File: config.mk
export PLATFORM = sky130hd
export DESIGN_NAME = process_isolation_slot_table_flat
export DESIGN_NICKNAME = d
export VERILOG_FILES = /design/src/rtl/pst_pkg.sv /design/src/rtl/pst_req_if.sv /design/src/rtl/pst_rsp_if.sv /design/src/rtl/process_isolation_slot_table.sv /design/src/rtl/pst_ram.sv /design/src/rtl/pst_ctrl.sv /design/src/flat_wrapper.sv
export SDC_FILE = /design/constraint.sdc
export NUM_CORES = 2
export LEC_CHECK = 0
export ABC_AREA = 1
export BUFFER_PORTS_ARGS = -buffer_cell sky130_fd_sc_hd__buf_2
export CAP_MARGIN = 20
export CORE_AREA = 3 3 455 457
export CTS_CLUSTER_DIAMETER = 80
export DETAILED_ROUTE_END_ITERATION = 8
export DIE_AREA = 0 0 458 460
export HOLD_SLACK_MARGIN = 0.02
export PLACE_DENSITY = 0.7
export SLEW_MARGIN = 15
export SYNTH_ARGS = -nofsm -noshare
export SYNTH_HDL_FRONTEND = slang
export SYNTH_MEMORY_MAX_BITS = 65536
export SYNTH_SLANG_ARGS = --single-unit
File: constraint.sdc
create_clock -name clk -period 4.81 [get_ports clk]
set_clock_uncertainty 0.15 [all_clocks]
set_input_delay 0.962 -clock clk [delete_from_list [all_inputs] [get_ports clk]]
set_output_delay 0.962 -clock clk [all_outputs]
set_load 0.03 [all_outputs]
File: src/rtl/pst_pkg.sv
// Shared constants and types for the process isolation slot table.
package pst_pkg;

  localparam int SLOT_COUNT_DEF = 64;
  localparam int PID_W          = 32;
  localparam int ASID_W         = 32;
  localparam int CLASS_W        = 8;
  localparam int IDX_OUT_W      = 6;
  localparam int ENTRY_W        = CLASS_W + ASID_W + PID_W;

  // Result status codes
  localparam logic STATUS_BOUND = 1'b0;
  localparam logic STATUS_FULL  = 1'b1;

  // Finished bind result, handed from the sequencer to the output register
  typedef struct packed {
    logic                 status;
    logic [IDX_OUT_W-1:0] slot_index;
    logic [PID_W-1:0]     pid;
    logic [ASID_W-1:0]    asid;
  } pst_res_t;

endpackage

File: src/rtl/pst_req_if.sv
// Bind request channel: valid/ready plus the request payload.
interface pst_req_if;
  logic                        valid;
  logic                        ready;
  logic [pst_pkg::PID_W-1:0]   proc_id;
  logic [pst_pkg::ASID_W-1:0]  space_id;
  logic [pst_pkg::CLASS_W-1:0] isolation_class;

  modport source (output valid, output proc_id, output space_id,
                  output isolation_class, input ready);
  modport sink   (input valid, input proc_id, input space_id,
                  input isolation_class, output ready);
endinterface

File: src/rtl/pst_rsp_if.sv
// Bind result channel: valid/ready plus the result payload.
interface pst_rsp_if;
  logic                          valid;
  logic                          ready;
  logic                          status;
  logic [pst_pkg::IDX_OUT_W-1:0] slot_index;
  logic [pst_pkg::PID_W-1:0]     bound_proc_id;
  logic [pst_pkg::ASID_W-1:0]    bound_space_id;

  modport source (output valid, output status, output slot_index,
                  output bound_proc_id, output bound_space_id, input ready);
  modport sink   (input valid, input status, input slot_index,
                  input bound_proc_id, input bound_space_id, output ready);
endinterface

File: src/rtl/process_isolation_slot_table.sv
// Top level of the process isolation slot table: sequencer plus result register.
//
//   channel  dir  fields
//   req      in   proc_id[32], space_id[32], isolation_class[8]
//   rsp      out  status[1], slot_index[6], bound_proc_id[32],
//                 bound_space_id[32]
//
// A bind scans the filled slots (fill = slots in use) from its request beat, then
// goes through the write state to its result in the output register; a hit ends
// the scan early and a full table skips the write. The scan reads one slot per
// cycle from the single slot RAM read port. Valid slots are always 0..fill-1, so
// reset clears only the state and the fill count and needs no clearing pass.
// req.ready is high only while no bind is in progress; a finished result waits in
// the output register and the next request is taken once it has moved there.
module process_isolation_slot_table #(
  parameter int SLOT_COUNT = pst_pkg::SLOT_COUNT_DEF
) (
  input  logic     clk,
  input  logic     rst,
  pst_req_if.sink  req,
  pst_rsp_if.source rsp
);

  logic              res_valid;
  logic              res_take;
  pst_pkg::pst_res_t res;
  logic              out_valid;
  pst_pkg::pst_res_t out_res;

  pst_ctrl #(
    .SLOT_COUNT (SLOT_COUNT)
  ) u_ctrl (
    .clk       (clk),
    .rst       (rst),
    .req       (req),
    .res_valid (res_valid),
    .res_take  (res_take),
    .res       (res)
  );

  // Output register takes a result whenever it is empty or being drained
  assign res_take = res_valid && (!out_valid || rsp.ready);

  always_ff @(posedge clk) begin
    if (rst) begin
      out_valid <= 1'b0;
    end else if (res_take) begin
      out_valid <= 1'b1;
    end else if (rsp.ready) begin
      out_valid <= 1'b0;
    end
  end

  always_ff @(posedge clk) begin
    if (res_take) begin
      out_res <= res;
    end
  end

  assign rsp.valid          = out_valid;
  assign rsp.status         = out_res.status;
  assign rsp.slot_index     = out_res.slot_index;
  assign rsp.bound_proc_id  = out_res.pid;
  assign rsp.bound_space_id = out_res.asid;

endmodule

File: src/rtl/pst_ram.sv
// Generic single-write, single-read RAM with registered read data.
module pst_ram #(
  parameter int WIDTH = pst_pkg::ENTRY_W,
  parameter int DEPTH = pst_pkg::SLOT_COUNT_DEF
) (
  input  logic                     clk,
  input  logic                     we,
  input  logic [$clog2(DEPTH)-1:0] waddr,
  input  logic [WIDTH-1:0]         wdata,
  input  logic [$clog2(DEPTH)-1:0] raddr,
  output logic [WIDTH-1:0]         rdata
);

  logic [WIDTH-1:0] mem [DEPTH];

  // Write port and registered read port
  always_ff @(posedge clk) begin
    if (we) begin
      mem[waddr] <= wdata;
    end
    rdata <= mem[raddr];
  end

endmodule

File: src/rtl/pst_ctrl.sv
// Scan sequencer: walks the filled slots through one comparator, then writes the slot unless the table is full.
module pst_ctrl #(
  parameter int SLOT_COUNT = pst_pkg::SLOT_COUNT_DEF
) (
  input  logic             clk,
  input  logic             rst,
  pst_req_if.sink          req,
  output logic             res_valid,
  input  logic             res_take,
  output pst_pkg::pst_res_t res
);

  localparam int IDX_W = $clog2(SLOT_COUNT);
  localparam int CNT_W = $clog2(SLOT_COUNT + 1);

  typedef enum logic [3:0] {
    S_IDLE  = 4'b0001,
    S_SCAN  = 4'b0010,
    S_WRITE = 4'b0100,
    S_DONE  = 4'b1000
  } state_t;

  state_t                      state, state_next;
  logic [CNT_W-1:0]            fill, fill_next;   // slots 0..fill-1 are valid
  logic [CNT_W-1:0]            cnt, cnt_next;     // next slot to read
  logic                        pend, pend_next;   // read data due this cycle
  logic [IDX_W-1:0]            pend_idx, pend_idx_next;
  logic [IDX_W-1:0]            sel, sel_next;
  logic                        full, full_next;
  logic [pst_pkg::PID_W-1:0]   req_pid, req_pid_next;
  logic [pst_pkg::ASID_W-1:0]  req_asid, req_asid_next;
  logic [pst_pkg::CLASS_W-1:0] req_cls, req_cls_next;

  logic                        we;
  logic [pst_pkg::ENTRY_W-1:0] rd_data;
  logic                        rd_more;
  logic                        match;

  // Slot store: {class, address space, process id}
  pst_ram #(
    .WIDTH (pst_pkg::ENTRY_W),
    .DEPTH (SLOT_COUNT)
  ) u_slots (
    .clk   (clk),
    .we    (we),
    .waddr (sel),
    .wdata ({req_cls, req_asid, req_pid}),
    .raddr (cnt[IDX_W-1:0]),
    .rdata (rd_data)
  );

  // Shared key comparator
  assign rd_more = (cnt < fill);
  assign match   = pend && (rd_data[pst_pkg::PID_W-1:0] == req_pid);

  assign req.ready = (state == S_IDLE);
  assign res_valid = (state == S_DONE);

  // Sequencer
  always_comb begin
    state_next    = state;
    fill_next     = fill;
    cnt_next      = cnt;
    pend_next     = pend;
    pend_idx_next = pend_idx;
    sel_next      = sel;
    full_next     = full;
    req_pid_next  = req_pid;
    req_asid_next = req_asid;
    req_cls_next  = req_cls;
    we            = 1'b0;
    unique case (state)
      S_IDLE: begin
        if (req.valid) begin
          req_pid_next  = req.proc_id;
          req_asid_next = req.space_id;
          req_cls_next  = req.isolation_class;
          cnt_next      = '0;
          pend_next     = 1'b0;
          state_next    = S_SCAN;
        end
      end
      S_SCAN: begin
        if (match) begin
          sel_next   = pend_idx;
          full_next  = 1'b0;
          state_next = S_WRITE;
        end else if (!rd_more && !pend) begin
          if (fill == CNT_W'(SLOT_COUNT)) begin
            full_next  = 1'b1;
            state_next = S_DONE;
          end else begin
            // no match: take the lowest free slot
            sel_next   = fill[IDX_W-1:0];
            fill_next  = fill + 1'b1;
            full_next  = 1'b0;
            state_next = S_WRITE;
          end
        end else begin
          pend_next     = rd_more;
          pend_idx_next = cnt[IDX_W-1:0];
          if (rd_more) begin
            cnt_next = cnt + 1'b1;
          end
        end
      end
      S_WRITE: begin
        we         = 1'b1;
        state_next = S_DONE;
      end
      S_DONE: begin
        if (res_take) begin
          state_next = S_IDLE;
        end
      end
      default: state_next = S_IDLE;
    endcase
  end

  // Control registers
  always_ff @(posedge clk) begin
    if (rst) begin
      state <= S_IDLE;
      fill  <= '0;
    end else begin
      state <= state_next;
      fill  <= fill_next;
    end
  end

  // Working registers
  always_ff @(posedge clk) begin
    cnt      <= cnt_next;
    pend     <= pend_next;
    pend_idx <= pend_idx_next;
    sel      <= sel_next;
    full     <= full_next;
    req_pid  <= req_pid_next;
    req_asid <= req_asid_next;
    req_cls  <= req_cls_next;
  end

  // Result; slot index and ids zeroed when the table is full
  always_comb begin
    res.status     = full ? pst_pkg::STATUS_FULL : pst_pkg::STATUS_BOUND;
    res.slot_index = full ? '0
                          : pst_pkg::IDX_OUT_W'({{pst_pkg::IDX_OUT_W{1'b0}}, sel});
    res.pid        = full ? '0 : req_pid;
    res.asid       = full ? '0 : req_asid;
  end

  // Fill count never passes the table size
  a_fill_bound: assert property (@(posedge clk) disable iff (rst)
    fill <= CNT_W'(SLOT_COUNT))
    else $error("fill count exceeds slot count");

  // Fill grows by one, only on the way to a slot write
  a_fill_step: assert property (@(posedge clk) disable iff (rst)
    (fill != $past(fill)) |-> (fill == $past(fill) + 1'b1) && (state == S_WRITE))
    else $error("fill count moved unexpectedly");

  // A written slot is always inside the filled region
  a_sel_filled: assert property (@(posedge clk) disable iff (rst)
    (state == S_WRITE) |-> (CNT_W'(sel) < fill))
    else $error("write outside filled slots");

  // Table full is only reported when every slot is taken
  a_full_real: assert property (@(posedge clk) disable iff (rst)
    (state == S_DONE && full) |-> (fill == CNT_W'(SLOT_COUNT)))
    else $error("full reported with free slots");

endmodule
File: src/flat_wrapper.sv
// flat-port wrapper written by rule: the top's interface ports become plain ports
module process_isolation_slot_table_flat 
#(
  parameter int SLOT_COUNT = pst_pkg::SLOT_COUNT_DEF
)
  (clk, rst, req_valid, req_proc_id, req_space_id, req_isolation_class, req_ready, rsp_valid, rsp_status, rsp_slot_index, rsp_bound_proc_id, rsp_bound_space_id, rsp_ready);
  pst_req_if req_i ();
  pst_rsp_if rsp_i ();
  input  logic clk;
  input  logic rst;
  input wire logic [$bits(req_i.valid)-1:0] req_valid;
  input wire logic [$bits(req_i.proc_id)-1:0] req_proc_id;
  input wire logic [$bits(req_i.space_id)-1:0] req_space_id;
  input wire logic [$bits(req_i.isolation_class)-1:0] req_isolation_class;
  output wire logic [$bits(req_i.ready)-1:0] req_ready;
  output wire logic [$bits(rsp_i.valid)-1:0] rsp_valid;
  output wire logic [$bits(rsp_i.status)-1:0] rsp_status;
  output wire logic [$bits(rsp_i.slot_index)-1:0] rsp_slot_index;
  output wire logic [$bits(rsp_i.bound_proc_id)-1:0] rsp_bound_proc_id;
  output wire logic [$bits(rsp_i.bound_space_id)-1:0] rsp_bound_space_id;
  input wire logic [$bits(rsp_i.ready)-1:0] rsp_ready;
  assign req_i.valid = req_valid;
  assign req_i.proc_id = req_proc_id;
  assign req_i.space_id = req_space_id;
  assign req_i.isolation_class = req_isolation_class;
  assign req_ready = req_i.ready;
  assign rsp_valid = rsp_i.valid;
  assign rsp_status = rsp_i.status;
  assign rsp_slot_index = rsp_i.slot_index;
  assign rsp_bound_proc_id = rsp_i.bound_proc_id;
  assign rsp_bound_space_id = rsp_i.bound_space_id;
  assign rsp_i.ready = rsp_ready;
  process_isolation_slot_table #(.SLOT_COUNT(SLOT_COUNT)) u_core (.clk(clk), .rst(rst), .req(req_i), .rsp(rsp_i));
endmodule
== Yosys cells after proc, flatten, opt, wreduce, memory -nomap -nowiden ==
Memory sizes are Yosys's and may differ from the RTL's. A register that Yosys moved wholly into a read port is not among the register bits.
Cells that the tools add are included.

* $add $sub $neg: 2
* $lt $le $gt $ge: 1
* Bitwise gates (word level): 3
* Reductions and logical operators: 18
* Eq/ne operators: 13
* Mux-type cells: 26

{| class="wikitable"
|+ Operators with widths
! kind !! number
|-
| $eq 32x32->1 || 1
|-
| $mux 7 || 4
|-
| $mux 4 || 5
|-
| $mux 6 || 3
|-
| $pmux 4 s4 || 1
|-
| $add 7x1->7 const B || 2
|-
| $pmux 7 s2 || 1
|-
| $ne 2x2->1 const B || 6
|-
| $mux 1 || 11
|-
| $reduce_and 3->1 || 3
|-
| $reduce_and 4->1 || 2
|-
| $eq 7x7->1 const B || 1
|-
| $lt 7x7->1 || 1
|-
| $reduce_bool 2->1 || 3
|-
| $reduce_and 5->1 || 1
|-
| $eq 4x1->1 const B || 1
|-
| $eq 4x2->1 const B || 1
|-
| $eq 4x3->1 const B || 1
|-
| $eq 4x4->1 const B || 1
|-
| $reduce_and 2->1 || 2
|-
| $logic_and 1x1->1 || 3
|-
| $logic_not 1->1 || 3
|-
| $ne 3x3->1 const B || 1
|-
| $not 1->1 || 3
|-
| other kinds (2) || 2
|}

* Output and inout bits: 73
* Flip-flop bits (word level): 176
* Input port bits: 76
* Memories: 1
* Word-level logic and storage cells: 79
* Memory bits (writable): 4608

{| class="wikitable"
|+ Memories
! memory !! depth !! bits a word !! rd ports !! clocked after memory_dff !! write ports !! RTL line !! RTL
|-
| u_core.u_ctrl.u_slots.mem || 64 || 72 || 1 || 1 || 1 || pst_ram.sv:14 || <nowiki>logic [WIDTH-1:0] mem [DEPTH];</nowiki>
|}

== Longest topological paths before layout ==
* Word-level depth: 6
* Depth in mapped cells: 14
* Gate-level depth less buffers: 14

== Modules after synthesis ==
Synthesis repeated with hierarchy kept, for this count alone.

* Cells, all modules: 15650
* Area, all modules: 192581.0 µm²

{| class="wikitable"
|+ By module, submodules not included
! module !! instances !! cells an instance !! sequential area each (µm²) !! area an instance (µm²)
|-
| pst_ram || 1 || 15066 || 139814.1 || 185505.4
|-
| pst_ctrl || 1 || 507 || 3012.9 || 4895.9
|-
| process_isolation_slot_table || 1 || 77 || 2152.1 || 2179.6
|}

== Worst setup path after synthesis ==
Ideal clock, no wire load.

* Path kind: flip-flop to flip-flop
* Start point: reg u_core.u_ctrl.state[3]
* End point: reg u_core.u_ctrl.pend (enable)
* Arrival time: 4.471 ns
* Setup time: 0.302 ns
* Cell stages (with the launch flop): 8
* Buffers on the path: 0
* Required time: 4.358 ns
* Period minus slack after synthesis: 4.923 ns
* Setup slack: -0.113 ns
* Cell sequence: dfxtp_1 > nor2_1 > inv_1 > nor3_1 > inv_1 > nor2_1 > nor2_1 > inv_1

* Cells in the longest elaborated chain, start to end: 3
* Elaborated cells between the ends (all ways): 7
* Those cells by class: 5 x eq/ne; 2 x reduce/logical

{| class="wikitable"
|+ RTL lines
! what !! RTL line !! RTL
|-
| start, declared || pst_ctrl.sv:23 || <nowiki>state_t state, state_next;</nowiki>
|-
| start signal, assigned || pst_ctrl.sv:126 || <nowiki>state <= state_next;</nowiki>
|-
| $eq 4x1->1 (*) || - ||
|-
| via req_ready || flat_wrapper.sv:15 || <nowiki>output wire logic [$bits(req_i.ready)-1:0] req_ready;</nowiki>
|-
| $ne 2x2->1 (no line) or $reduce_bool 2->1 (tied branches) || - ||
|-
| $reduce_and 4->1 (no line) (*) || - ||
|-
| end signal, assigned || pst_ctrl.sv:134 || <nowiki>pend <= pend_next;</nowiki>
|-
| end, declared || pst_ctrl.sv:26 || <nowiki>logic pend, pend_next;</nowiki>
|}

Mark *: on every way through the listed nets, which the timed path passes. The rest lies on a longest branch.
A chain may end at the register's enable or synchronous reset.

==> results.py <==
metrics = {
    "logic_synthesis": {
        "synth.area.mux_share_pct": 0,
        "synth_top_area_cell": "edfxtp_1",
        "synthAdderAreaFrac_pct": 0.129,
        "avgSynthCellArea_um2": 13.5,
        "ys_ff_latch": 2248,
        "syn_nets": 6544,
        "synthCells": 6459,
        "synth_cell_types": 36,
        "synth.cell_area_um2": 87100,
        "synthTopCellsByArea": "edfxtp_1 76%, o21ai_0 6.0%, nor2_1 5.6%",
        "yosysSeqAreaShare_pct": 77.0,
        "synth_xor_area_share_pct": 0.211,
        "ys_warn_count": 0,
        "synth_compound_area_share_pct": 11.2,
        "synthSimpleGateAreaFrac_pct": 8.68,
        "synth_top_area_share_pct": 76.0,
        "synth_top_family_by_area": "compound AO/OA/AOI/OAI gates",
    },
    "route": {
        "num_vias": 56700,
        "first_pass_iters": 8,
        "drc": 0,
        "wl_met1_um": 92100,
        "drtAntennaViolNets": 0,
        "drt_iter0_markers": 8158,
        "met3WireLength_um": 30100,
        "avgRoutedWirePerCell_um": 26.5,
        "routed-wl-met2_um": 114000,
        "wirelength_um": 250000,
        "avgViaCountPerCell": 6.01,
        "top_layer_used": "met5",
    },
    "clock_network": {
        "clkTransAtPathRegs_ns": 0.06,
        "cts_setup_buffers": 0,
        "cts.path.max_buffers": 3,
        "cts_made_buffers": 210,
        "cts_tree": "yes",
        "cts_max_level": 4,
        "cts_resized": 0,
        "clock-root-buffer": "clkbuf_16",
        "hold_buffers": 0,
        "worstSkewPairLatency_ns": 0.85,
        "clock-sinks": 2248,
    },
    "die": {
        "core_um2": 204000,
        "initial_utilization_pct": 42.7,
        "rows": 166,
        "die_area_um2": 211000,
        "die_x_um": 458,
        "die_h_um": 460,
        "num_io_pins": 149,
    },
    "grt": {
        "grt_max_degree": 189,
        "track_usage_pct": 22.9,
        "grt.overflow.total": 0,
        "antenna_found_initial": 8,
        "grt_pass1_vias": 52700,
        "grt_first_pass_wirelength_um": 357000,
    },
    "finish": {
        "multi_input_area_um2": 18100,
        "area_delta_synth_final_pct": 12.9,
        "drive_gt1_share_pct": 10.5,
        "nNetsFinal": 6655,
        "fin_area_um2": 98400,
        "register_area_um2": 67100,
        "fillers": 17100,
    },
    "critical_path": {
        "crit_slowest_cell": "edfxtp_1",
        "cp_common_cell": "nand3_1",
        "critical_path_required_ns": 5.43,
        "crit_type": "flop to flop",
        "path_cells": "inv_8 > buf_4 > o21ai_0 > o221ai_1 > o211ai_1 > nand3_1 > nand3_1 > nand2_1",
        "crit_arrival_ns": 4.07,
        "end_kind": "flop",
        "cp-start-kind": "flop",
        "max_stage_delay_ns": 0.71,
        "crit_fanout": 85,
    },
    "power": {
        "vdd_ir_drop_max_uv": 605,
        "power.leakage_nw": 31.5,
        "powerDensity_nw_per_um2": 497,
    },
    "timing": {
        "fin_crit_sh_pct": 71.6,
        "rsz0062_at_grt": "false",
        "clock.fmax_mhz": 290,
        "final_max_slew_viol_count": 0,
        "fin_crit_ns": 3.45,
        "setup-violations-final": 0,
        "relSlewSlack_pct": 26.7,
        "worst_pin_slew_ns": 1.10,
        "fin_setup_tns_ns": 0,
        "finalHoldViolations": 0,
    },
    "placed_design": {
        "gp_congestion": 0.887,
        "io_buffers": 140,
        "dpl_cell_area_um2": 91500,
        "dp_hpwl_um": 136000,
    },
    "outcome": {
        "status": "complete, no violations",
    },
    "min_path": {
        "worstHoldPathType": "input port to flop",
    },
    "flow_run": {
        "maxCapViolations": 0,
    },
}
==> per-stage QoR <==
stage               std cells  total power [mW]  utilization, %  worst slack (ns)  hold WS [ns]
detailed placement       9046              32.4            44.9              1.48         0.331
global route             9433              50.4            48.2              1.24         0.109
finish                   9435              48.9            48.2              1.36         0.136
CTS                      9433              48.7            48.2              1.46        0.0909
floorplan                6459              28.8               -             0.192         0.274
global placement         9044              32.1            44.9              1.49         0.313
==> cell families after synthesis <==
group / after synthesis
XOR/XNOR: 21
buffers and inverters: 558
adder cells (fa/ha/maj): 9
flip-flops: 2248
AO/OA/AOI/OAI: 1716
AND/OR/NAND/NOR: 1907
==> power by group <==
group          switching (mW)  total [mW]  internal (mW)
clock                    7.20        16.6           9.39
sequential              0.232        22.4           22.2
combinational            7.37        9.86           2.50
total                    14.8        48.9           34.1
==> cell usage after synthesis <==
cell type and n:
a211oi_1 1, and3_1 1, clkinv_1 2, o21ai_1 21, xor2_1 14, buf_12 1
o211ai_1 124, and2_1 1, edfxtp_1 2204, buf_2 117, buf_6 14, clkbuf_1 275
o21ai_0 1049, a31oi_1 3, nand3_2 1, inv_1 114, nor3_1 6, nand3_1 235
a21oi_1 94, ha_1 9, o22ai_1 298, nor3b_1 2, nand4_1 33, nand2_1 328
buf_1 8, o21a_1 1, buf_4 23, nor4_1 2, nor2_1 1298, xnor2_1 7
dfxtp_1 44, o211a_1 1, o221ai_1 123, a21o_1 1, buf_8 1, inv_2 3
==> layer usage <==
metal | global-route usage (%) | vias up
met1 | 30.7 | 28100
met5 | 0 | -
met3 | 5.35 | 622
li1 | - | 24300
met2 | 35.2 | 3674
met4 | 11.5 | 4
==> registers in the layout, summed over array words and instances (netlist names) <==
register and count:
u_core.u_ctrl.u_slots.mem 2048, u_core.rsp.bound_proc_id 32, u_core.rsp.bound_space_id 32, u_core.u_ctrl.req_asid 32
u_core.u_ctrl.req_pid 32, u_core.u_ctrl.u_slots.rdata 32, u_core.u_ctrl.cnt 7, u_core.u_ctrl.fill 7
u_core.rsp.slot_index 6, u_core.u_ctrl.pend_idx 6, u_core.u_ctrl.sel 6, u_core.u_ctrl.state 4
u_core.rsp.status 1, u_core.rsp.valid 1, u_core.u_ctrl.full 1, u_core.u_ctrl.pend 1
==> layout make-up <==
| type | count | area share, % |
|---|---|---|
| well taps | 2688 | 3.42 |
| flip-flops and latches | 2248 | 68.2 |
| repair buffers | 338 | 2.56 |
| diodes | 2 | 0.00509 |
| clock inverters | 104 | 1.19 |
| multi-input cells | 3653 | 18.4 |
| clock buffers | 283 | 5.78 |
| inverters | 119 | 0.483 |
==> worst max-delay path, delay by kind of cell (launching register included) <==
family	cells	cell delay [ns]
AO/OA/AOI/OAI	3	0.53
flip-flops	1	0.71
buffers and inverters	2	1.09
AND/OR/NAND/NOR	3	0.79
==> cell usage in the layout, fill, tap and decap left out, drive strengths merged, types with 20 or more instances in the layout <==
cell and instances:
bufinv 20, clkinv 72, o221ai 123, a21oi 94, clkbuf 283, nand2 328, o21ai 1070, edfxtp 2204
nand3 236, inv 126, nor2 1298, buf 338, o211ai 124, nand4 33, dfxtp 44, o22ai 298
==> final timing paths <==
| path | cells past startpoint | start | endpoint | slack (ns) |
|---|---|---|---|---|
| worst max-delay path | 8 | u_core.u_ctrl.cnt[1]$_SDFFCE_PP0P_ | u_core.u_ctrl.u_slots.rdata[30]$_DFF_P_ | 1.36 |
| worst min-delay path | 1 | req_proc_id[31] | u_core.u_ctrl.req_pid[31]$_DFFE_PP_ | 0.14 |
| worst max register to register | 8 | u_core.u_ctrl.cnt[1]$_SDFFCE_PP0P_ | u_core.u_ctrl.u_slots.rdata[30]$_DFF_P_ | 1.36 |
| worst min register to register | 2 | u_core.u_ctrl.fill[6]$_SDFFE_PP0P_ | u_core.u_ctrl.fill[6]$_SDFFE_PP0P_ | 0.34 |
(Power assumes the default switching activity.)
